`config.mk`:
```
export PLATFORM = sky130hd
export DESIGN_NAME = smp_search
export DESIGN_NICKNAME = d
export VERILOG_FILES = /design/src/sv/smp_pkg.sv /design/src/sv/smp_search.sv
export SDC_FILE = /design/constraint.sdc
export NUM_CORES = 1
export LEC_CHECK = 0
export CAP_MARGIN = 20
export CORE_MARGIN = 2
export CORE_UTILIZATION = 65
export CTS_CLUSTER_DIAMETER = 40
export DETAILED_ROUTE_END_ITERATION = 10
export DONT_BUFFER_PORTS = 1
export PLACE_DENSITY = 0.81
export RECOVER_POWER = 25
export SKIP_CTS_REPAIR_TIMING = 1
export SLEW_MARGIN = 10
export SYNTH_ARGS = -nofsm -noshare
export SYNTH_HDL_FRONTEND = slang
export SYNTH_SLANG_ARGS = --single-unit
```
`constraint.sdc`:
```
create_clock -name clk_i -period 3.3 [get_ports clk_i]
set_clock_uncertainty 0.1 [all_clocks]
set_input_delay 0.33 -clock clk_i [delete_from_list [all_inputs] [get_ports clk_i]]
set_output_delay 0.33 -clock clk_i [all_outputs]
set_load 0.02 [all_outputs]
```
`src/sv/smp_pkg.sv`:
```
// ----------------------------------------------------------------------------
// smp_pkg
// Shared types and constants for the splitter-based multiway partitioner.
// ----------------------------------------------------------------------------
package smp_pkg;

  localparam int MaxSplitters = 1024;
  localparam int MaxElements  = 4096;
  localparam int SplW  = $clog2(MaxSplitters);      // splitter index
  localparam int SplCW = SplW + 1;                  // splitter count
  localparam int ElW   = $clog2(MaxElements);       // element index
  localparam int ElCW  = ElW + 1;                   // element count
  localparam int DataW = 64;

  typedef enum logic [2:0] {
    CMD_LOAD_SPL  = 3'd0,
    CMD_LOAD_VAL  = 3'd1,
    CMD_PARTITION = 3'd2,
    CMD_RD_START  = 3'd3,
    CMD_RD_OUT    = 3'd4,
    CMD_CLEAR     = 3'd5,
    CMD_NOP6      = 3'd6,
    CMD_NOP7      = 3'd7
  } cmd_e;

  typedef enum logic [1:0] {
    ST_OK      = 2'd0,
    ST_FULL    = 2'd1,
    ST_RANGE   = 2'd2,
    ST_INVALID = 2'd3
  } status_e;

  typedef enum logic [3:0] {
    S_IDLE,
    S_CLR,        // zero the tallies
    S_CLS_RD,     // read element i
    S_CLS_WAIT,   // element data registered
    S_CLS_FETCH,  // read splitter[mid] for the next search step
    S_CLS_CMP,    // one search step on the fetched splitter
    S_CLS_TRD,    // read tally of found bucket
    S_CLS_TWR,    // increment tally
    S_PFX_RD,     // read tally j
    S_PFX_WR,     // write start and next
    S_SCT_RD,     // read element bucket and data
    S_SCT_NRD,    // read next slot of bucket
    S_SCT_WR,     // write partitioned store, bump next
    S_RD_WAIT,    // memory read latency for read commands
    S_DONE
  } state_e;

  // control from sequencer to the search unit
  typedef struct packed {
    logic init;   // load lo/hi bounds
    logic step;   // apply one compare
  } srch_ctl_t;

endpackage

```
`src/sv/smp_search.sv`:
```
// ----------------------------------------------------------------------------
// smp_search
// Shared compare unit: one binary search step per compare cycle over the splitters.
// ----------------------------------------------------------------------------
module smp_search (
  input  logic                      clk_i,
  input  logic                      rst_ni,
  input  smp_pkg::srch_ctl_t        ctl_i,
  input  logic [smp_pkg::SplCW-1:0] count_i,
  input  logic [smp_pkg::DataW-1:0] value_i,
  input  logic [smp_pkg::DataW-1:0] splitter_i,
  output logic [smp_pkg::SplW-1:0]  mid_o,
  output logic                      done_o,
  output logic [smp_pkg::SplW-1:0]  bucket_o
);

  logic [smp_pkg::SplW-1:0] lo_q, lo_d, hi_q, hi_d;
  logic [smp_pkg::SplW:0]   sum;
  logic                     less;

  // midpoint and signed compare
  assign sum    = {1'b0, lo_q} + {1'b0, hi_q};
  assign mid_o  = sum[smp_pkg::SplW:1];
  assign less   = $signed(value_i) < $signed(splitter_i);
  assign done_o = !(lo_q < hi_q);
  assign bucket_o = lo_q;

  // bound update
  always_comb begin
    lo_d = lo_q;
    hi_d = hi_q;
    if (ctl_i.init) begin
      lo_d = '0;
      hi_d = smp_pkg::SplW'(count_i - smp_pkg::SplCW'(1));
    end else if (ctl_i.step && !done_o) begin
      if (less) begin
        hi_d = mid_o;
      end else begin
        lo_d = mid_o + smp_pkg::SplW'(1);
      end
    end
  end

  always_ff @(posedge clk_i or negedge rst_ni) begin
    if (!rst_ni) begin
      lo_q <= '0;
      hi_q <= '0;
    end else begin
      lo_q <= lo_d;
      hi_q <= hi_d;
    end
  end

`ifndef SYNTHESIS
  a_lo_le_hi: assert property (@(posedge clk_i) disable iff (!rst_ni)
    $past(ctl_i.step) && !$past(ctl_i.init) && $past(lo_q <= hi_q) |-> lo_q <= hi_q)
    else $error("search bounds crossed");
  a_init_lo: assert property (@(posedge clk_i) disable iff (!rst_ni)
    ctl_i.init |=> lo_q == '0)
    else $error("search init failed");
  a_done_hold: assert property (@(posedge clk_i) disable iff (!rst_ni)
    done_o && !ctl_i.init |=> $stable(lo_q))
    else $error("search moved after done");
`endif

endmodule

```
# After elaboration in Yosys (flattened, before gate mapping)
# Index checks and enable logic that the tools add are counted.
dict set report op_classes {
  addsub 3
  order_cmp 2
  n_reduce_logical 6
  n_mux 6
  eq_ne 1
}
# operator n
set op_table {}
lappend op_table {{less-than comparator 64 bit} 1}
lappend op_table {{two-way mux 10 bit} 6}
lappend op_table {{adder 10 x 10 -> 11 bit} 1}
lappend op_table {{adder 10 x 1 -> 10 bit, second input constant} 1}
lappend op_table {{less-than comparator 10 bit} 1}
lappend op_table {{subtractor 10 x 1 -> 10 bit, second input constant} 1}
lappend op_table {{AND reduction 2 bit} 2}
lappend op_table {{nonzero test 2 bit} 2}
lappend op_table {{inequality test 2 bit, second input constant} 1}
lappend op_table {{logical AND 1 bit} 1}
lappend op_table {{zero test 1 bit} 1}
dict set report totals {
  output_inout_bits 21
  elab_cells 20
  in_bits 143
  register_bits 20
}

# Logic depth before layout (Yosys ltp)
dict set report logic_depth {
  ltp_word 5
  depth_mapped 11
  mapped_depth_nobuf 10
}

# Worst setup path before layout
# OpenSTA, ideal clock, no wires.
dict set report synth_timing {
  path_type {flip-flop to flip-flop}
  start {register lo_q (netlist bit bucket_o[0])}
  end {register lo_q (netlist bit bucket_o[8])}
  t_required_ps 3096
  arrival_time_ps 2775
  path_stages_with_launch 11
  period_less_slack_ps 2978
  setup_time_ps 104
  slack_ps 322
  cell_sequence {dfrtp_1 and2_1 fa_1 nor2b_1 o211a_1 or3_1 xor2_1 nor3b_2 and2_1 and3_1 o41ai_2}
}
dict set report synth_via {
  elab_chain_cells 5
}
# element line
set synth_rtl {}
lappend synth_rtl {{start, declared} smp_search.sv:17} ;# logic [smp_pkg::SplW-1:0] lo_q, lo_d, hi_q, hi_d;
lappend synth_rtl {{start signal, assigned} smp_search.sv:49} ;# lo_q <= lo_d;
lappend synth_rtl {{adder 10 x 10 -> 11 bit} smp_search.sv:22} ;# assign sum = {1'b0, lo_q} + {1'b0, hi_q};
lappend synth_rtl {{adder 10 x 1 -> 10 bit} smp_search.sv:39} ;# lo_d = mid_o + smp_pkg::SplW'(1);
lappend synth_rtl {{two-way mux 10 bit} smp_search.sv:36} ;# if (less) begin
lappend synth_rtl {{two-way mux 10 bit} smp_search.sv:35} ;# end else if (ctl_i.step && !done_o) begin
lappend synth_rtl {{two-way mux 10 bit} smp_search.sv:32} ;# if (ctl_i.init) begin
# Several ways; a longest one is shown, not always the timed one. The select of a mux whose other input is x is not followed.
# A chain may end at the register's enable or synchronous reset.

# Final worst setup path
dict set report layout_timing {
  start {register lo_q (netlist bit bucket_o[0])}
  end {output mid_o[7] (netlist name)}
}
dict set report layout_via {
  elab_chain_cells 1
}
# element line
set layout_rtl {}
lappend layout_rtl {{adder 10 x 10 -> 11 bit} smp_search.sv:22}
lappend layout_rtl {{end, declared} smp_search.sv:12} ;# output logic [smp_pkg::SplW-1:0] mid_o,
# Every way passes these cells.

==> results.md <==
## Status
- **run status** finished, final reports clean

## Setup path
- **Crit path largest cell delay** 480 ps
- **highest net fanout along the worst path** 7
- **type of the worst setup path** reg -> out
- **Register-to-Register Path Depth** 11
- **setup slack of the most critical reg-to-reg path** 230 ps
- **launching point of the worst reg2reg path** bucket_o[0]$_DFFE_PN0P_
- **worst endpoint data arrival time** 2660 ps
- **Max stage delay cell, worst path** dfrtp_1
- **endpoint type of the worst setup path** output pin
- **Buf/Inv on CP** 1
- **CP cell instances** and2_1 > fa_1 > nor2b_1 > o211a_1 > or3_1 > nand2_1 > xnor2_2 > buf_4
- **end of the worst register-to-register path** bucket_o[9]$_DFFE_PN0P_
- **cell type group with the largest total delay on the critical path** simple AND/OR/NAND/NOR gates
- **Critical Path Source Type** flop
- **endpoint required time on the critical path** 2870 ps

## Yosys
- **warnings from Yosys** 0
- **sequential share of the synthesized area** 14.1%
- **synthesized area** 0.00354 mm²
- **mean cell area of the mapped netlist** 8.06 µm²
- **Mapped Nets** 667
- **Synth top cells by count** inv_1 (87), ha_1 (83), a21oi_1 (36), nand2_1 (24), dfrtp_1 (20)
- **number of distinct library cells after synthesis** 63
- **most used standard cell by instance count after synthesis** inv_1
- **Seq cells post-synth** 20
- **number of flops mapped to enable cells by yosys** 0
- **prevailing post-synth register cell** dfrtp_1
- **cell taking the most area after synthesis** ha_1
- **cells taking the most area after synthesis** ha_1 (29%), dfrtp_1 (14%), inv_1 (9.2%)
- **post-synth top area share** 29.3%
- **instance count of the mapped netlist** 440
- **share of synthesized registers carrying an async set or reset** 100%

## Clocking
- **number of levels in the clock H-tree** 1
- **TritonCTS Buffers** 3
- **TritonCTS clock tree** built
- **Root Buffer** clkbuf_8
- **clock sink count** 20
- **clock latency of the later-clocked register in the worst-skew pair** 250 ps
- **maximum buffer depth of the clock tree** 2
- **Reg clk slew, reported paths** 70 ps

## Worst hold path
- **Hold Startpoint** ctl_i[1]
- **Hold Path Class** in -> reg
- **end of the worst hold path** bucket_o[7]$_DFFE_PN0P_
- **Hold Path Stages** 1

## Timing
- **Worst slew margin** 38.2%
- **max-slew violation total from the final report** 0
- **setup-violating endpoint count in the final report** 0
- **final-report hold violation count** 0
- **Tightest Pin Transition** 924 ps
- **total negative slack for setup checks** 0 ps
- **RSZ-0062 raised after global routing** false
- **Final Cycle Share** 93.6%
- **final worst path period need** 3090 ps
- **Max Clock Freq** 324 MHz

## Drt
- **Via density** 6.19
- **via count** 3196
- **wire per inst** 16.2 µm
- **Routed WL** 8.34 mm
- **first-pass detailed-route iteration total** 4
- **number of DRC markers after the initial detailed-route iteration** 133
- **remaining antenna violation count after routing** 0
- **DRC violations left** 0

## Die
- **die height** 77.8 µm
- **starting utilization of the core area** 68.5%
- **count of boundary I/O pins** 164
- **Die Width** 77.8 µm
- **placeable core area** 0.00517 mm²
- **die area** 0.00606 mm²
- **# rows** 26

## Final layout
- **combined area of the multi-input logic cells** 0.00269 mm²
- **number of antenna cells inserted** 0
- **post-layout net count** 675
- **number of filler instances in the final layout** 424
- **Area growth syn-to-layout** 4.84%
- **fraction of layout instances using a drive strength above 1** 7.40%
- **area taken by flip-flops and latches** 500 µm²

## Placed design
- **global placement routability congestion** 0.857
- **half-perimeter wire length after placement** 7.35 mm
- **PortBufs** 0

## GRT
- **initial antenna violation count** 0
- **pin count of the biggest net entering global routing** 21
- **via count of the first global-routing pass** 3140
- **global-route wire length before repair** 13.3 mm
- **GR Overflow Total** 0
- **GRT Resource Usage Total** 26.7%

## Flow run
- **Maximum Capacitance Violations** 0

## Power
- **largest vdd supply drop** 0.550 mV
- **P per Cell Area** 561 mW/mm²
- **static leakage** 2.00 nW
- **post-route total power** 2.09 mW

## worst max path at each step
stage | endpoint | depth (start not counted) | start
2_1_floorplan | bucket_o[8]$_DFFE_PN0P_ | 10 | bucket_o[0]$_DFFE_PN0P_
3_3_place_gp | bucket_o[9]$_DFFE_PN0P_ | 11 | bucket_o[0]$_DFFE_PN0P_
3_5_place_dp | bucket_o[9]$_DFFE_PN0P_ | 11 | bucket_o[0]$_DFFE_PN0P_
4_1_cts | mid_o[7] | 8 | bucket_o[0]$_DFFE_PN0P_
5_1_grt | bucket_o[9]$_DFFE_PN0P_ | 11 | bucket_o[0]$_DFFE_PN0P_
6_report | mid_o[7] | 8 | bucket_o[0]$_DFFE_PN0P_
## kinds of logic after synthesis
logic type	after synthesis	synth area share, %
and+or+nand+nor	114	19.4
buffers and inverters	93	10.1
muxes	2	0.565
adders and majority gates	84	29.9
xor gates and xnor gates	17	4.41
AOI/OAI and AO/OA	110	21.6
DFF	20	14.1
## power breakdown
group	internal, mW	switching [mW]	total [mW]
registers	0.305	0.114	0.419
clock network	0.0812	0.0773	0.159
logic	0.590	0.917	1.51
## metal layers
metal  global-route usage, %  vias to the layer above  wire, µm
met2                    49.6                      135      4140
met5                       0                        -         0
met4                    6.07                        0       125
li1                        -                     1595         -
met1                    31.1                     1451      3430
met3                    5.47                       15       645
## state kept, by name, summed over array words and instances, names as in the netlist
signal	count
hi_q	10
bucket_o	10
## final cells by class
cell class	instances	area share, %
multi-input combinational	327	72.5
sequential	20	13.5
inverter	87	8.79
tap	70	2.36
timing repair buffer	9	1.78
clock buffer	3	1.11
## through the flow
step                      cells  cell area (µm²)  util [%]  hold WS [ps]  worst slack (ps)
after CTS                   515             3700      71.6          -339              89.5
after floorplan             440             3540         -         -65.6               322
final                       516             3720      71.8          30.6               210
after global routing        516             3720      71.8          22.3              72.2
after global placement      512             3660      70.8         -65.2               318
after detailed placement    512             3660      70.8         -65.3               251
## layout by cell type, fill, tap and decap left out, types with 4 or more instances in the layout
cell type,n
o211ai_1,6
and3_1,4
buf_4,7
xnor2_1,12
ha_1,83
o21ai_0,16
nand4_1,15
or3_1,5
nand2_1,24
nor3_1,8
nand3_1,15
o21bai_1,4
a21oi_1,36
nor2b_1,4
nand2b_1,4
dfrtp_1,20
a21o_1,9
inv_1,87
nor2_1,10
o221a_2,7
Note: power is estimated with default switching activity, not from simulation.
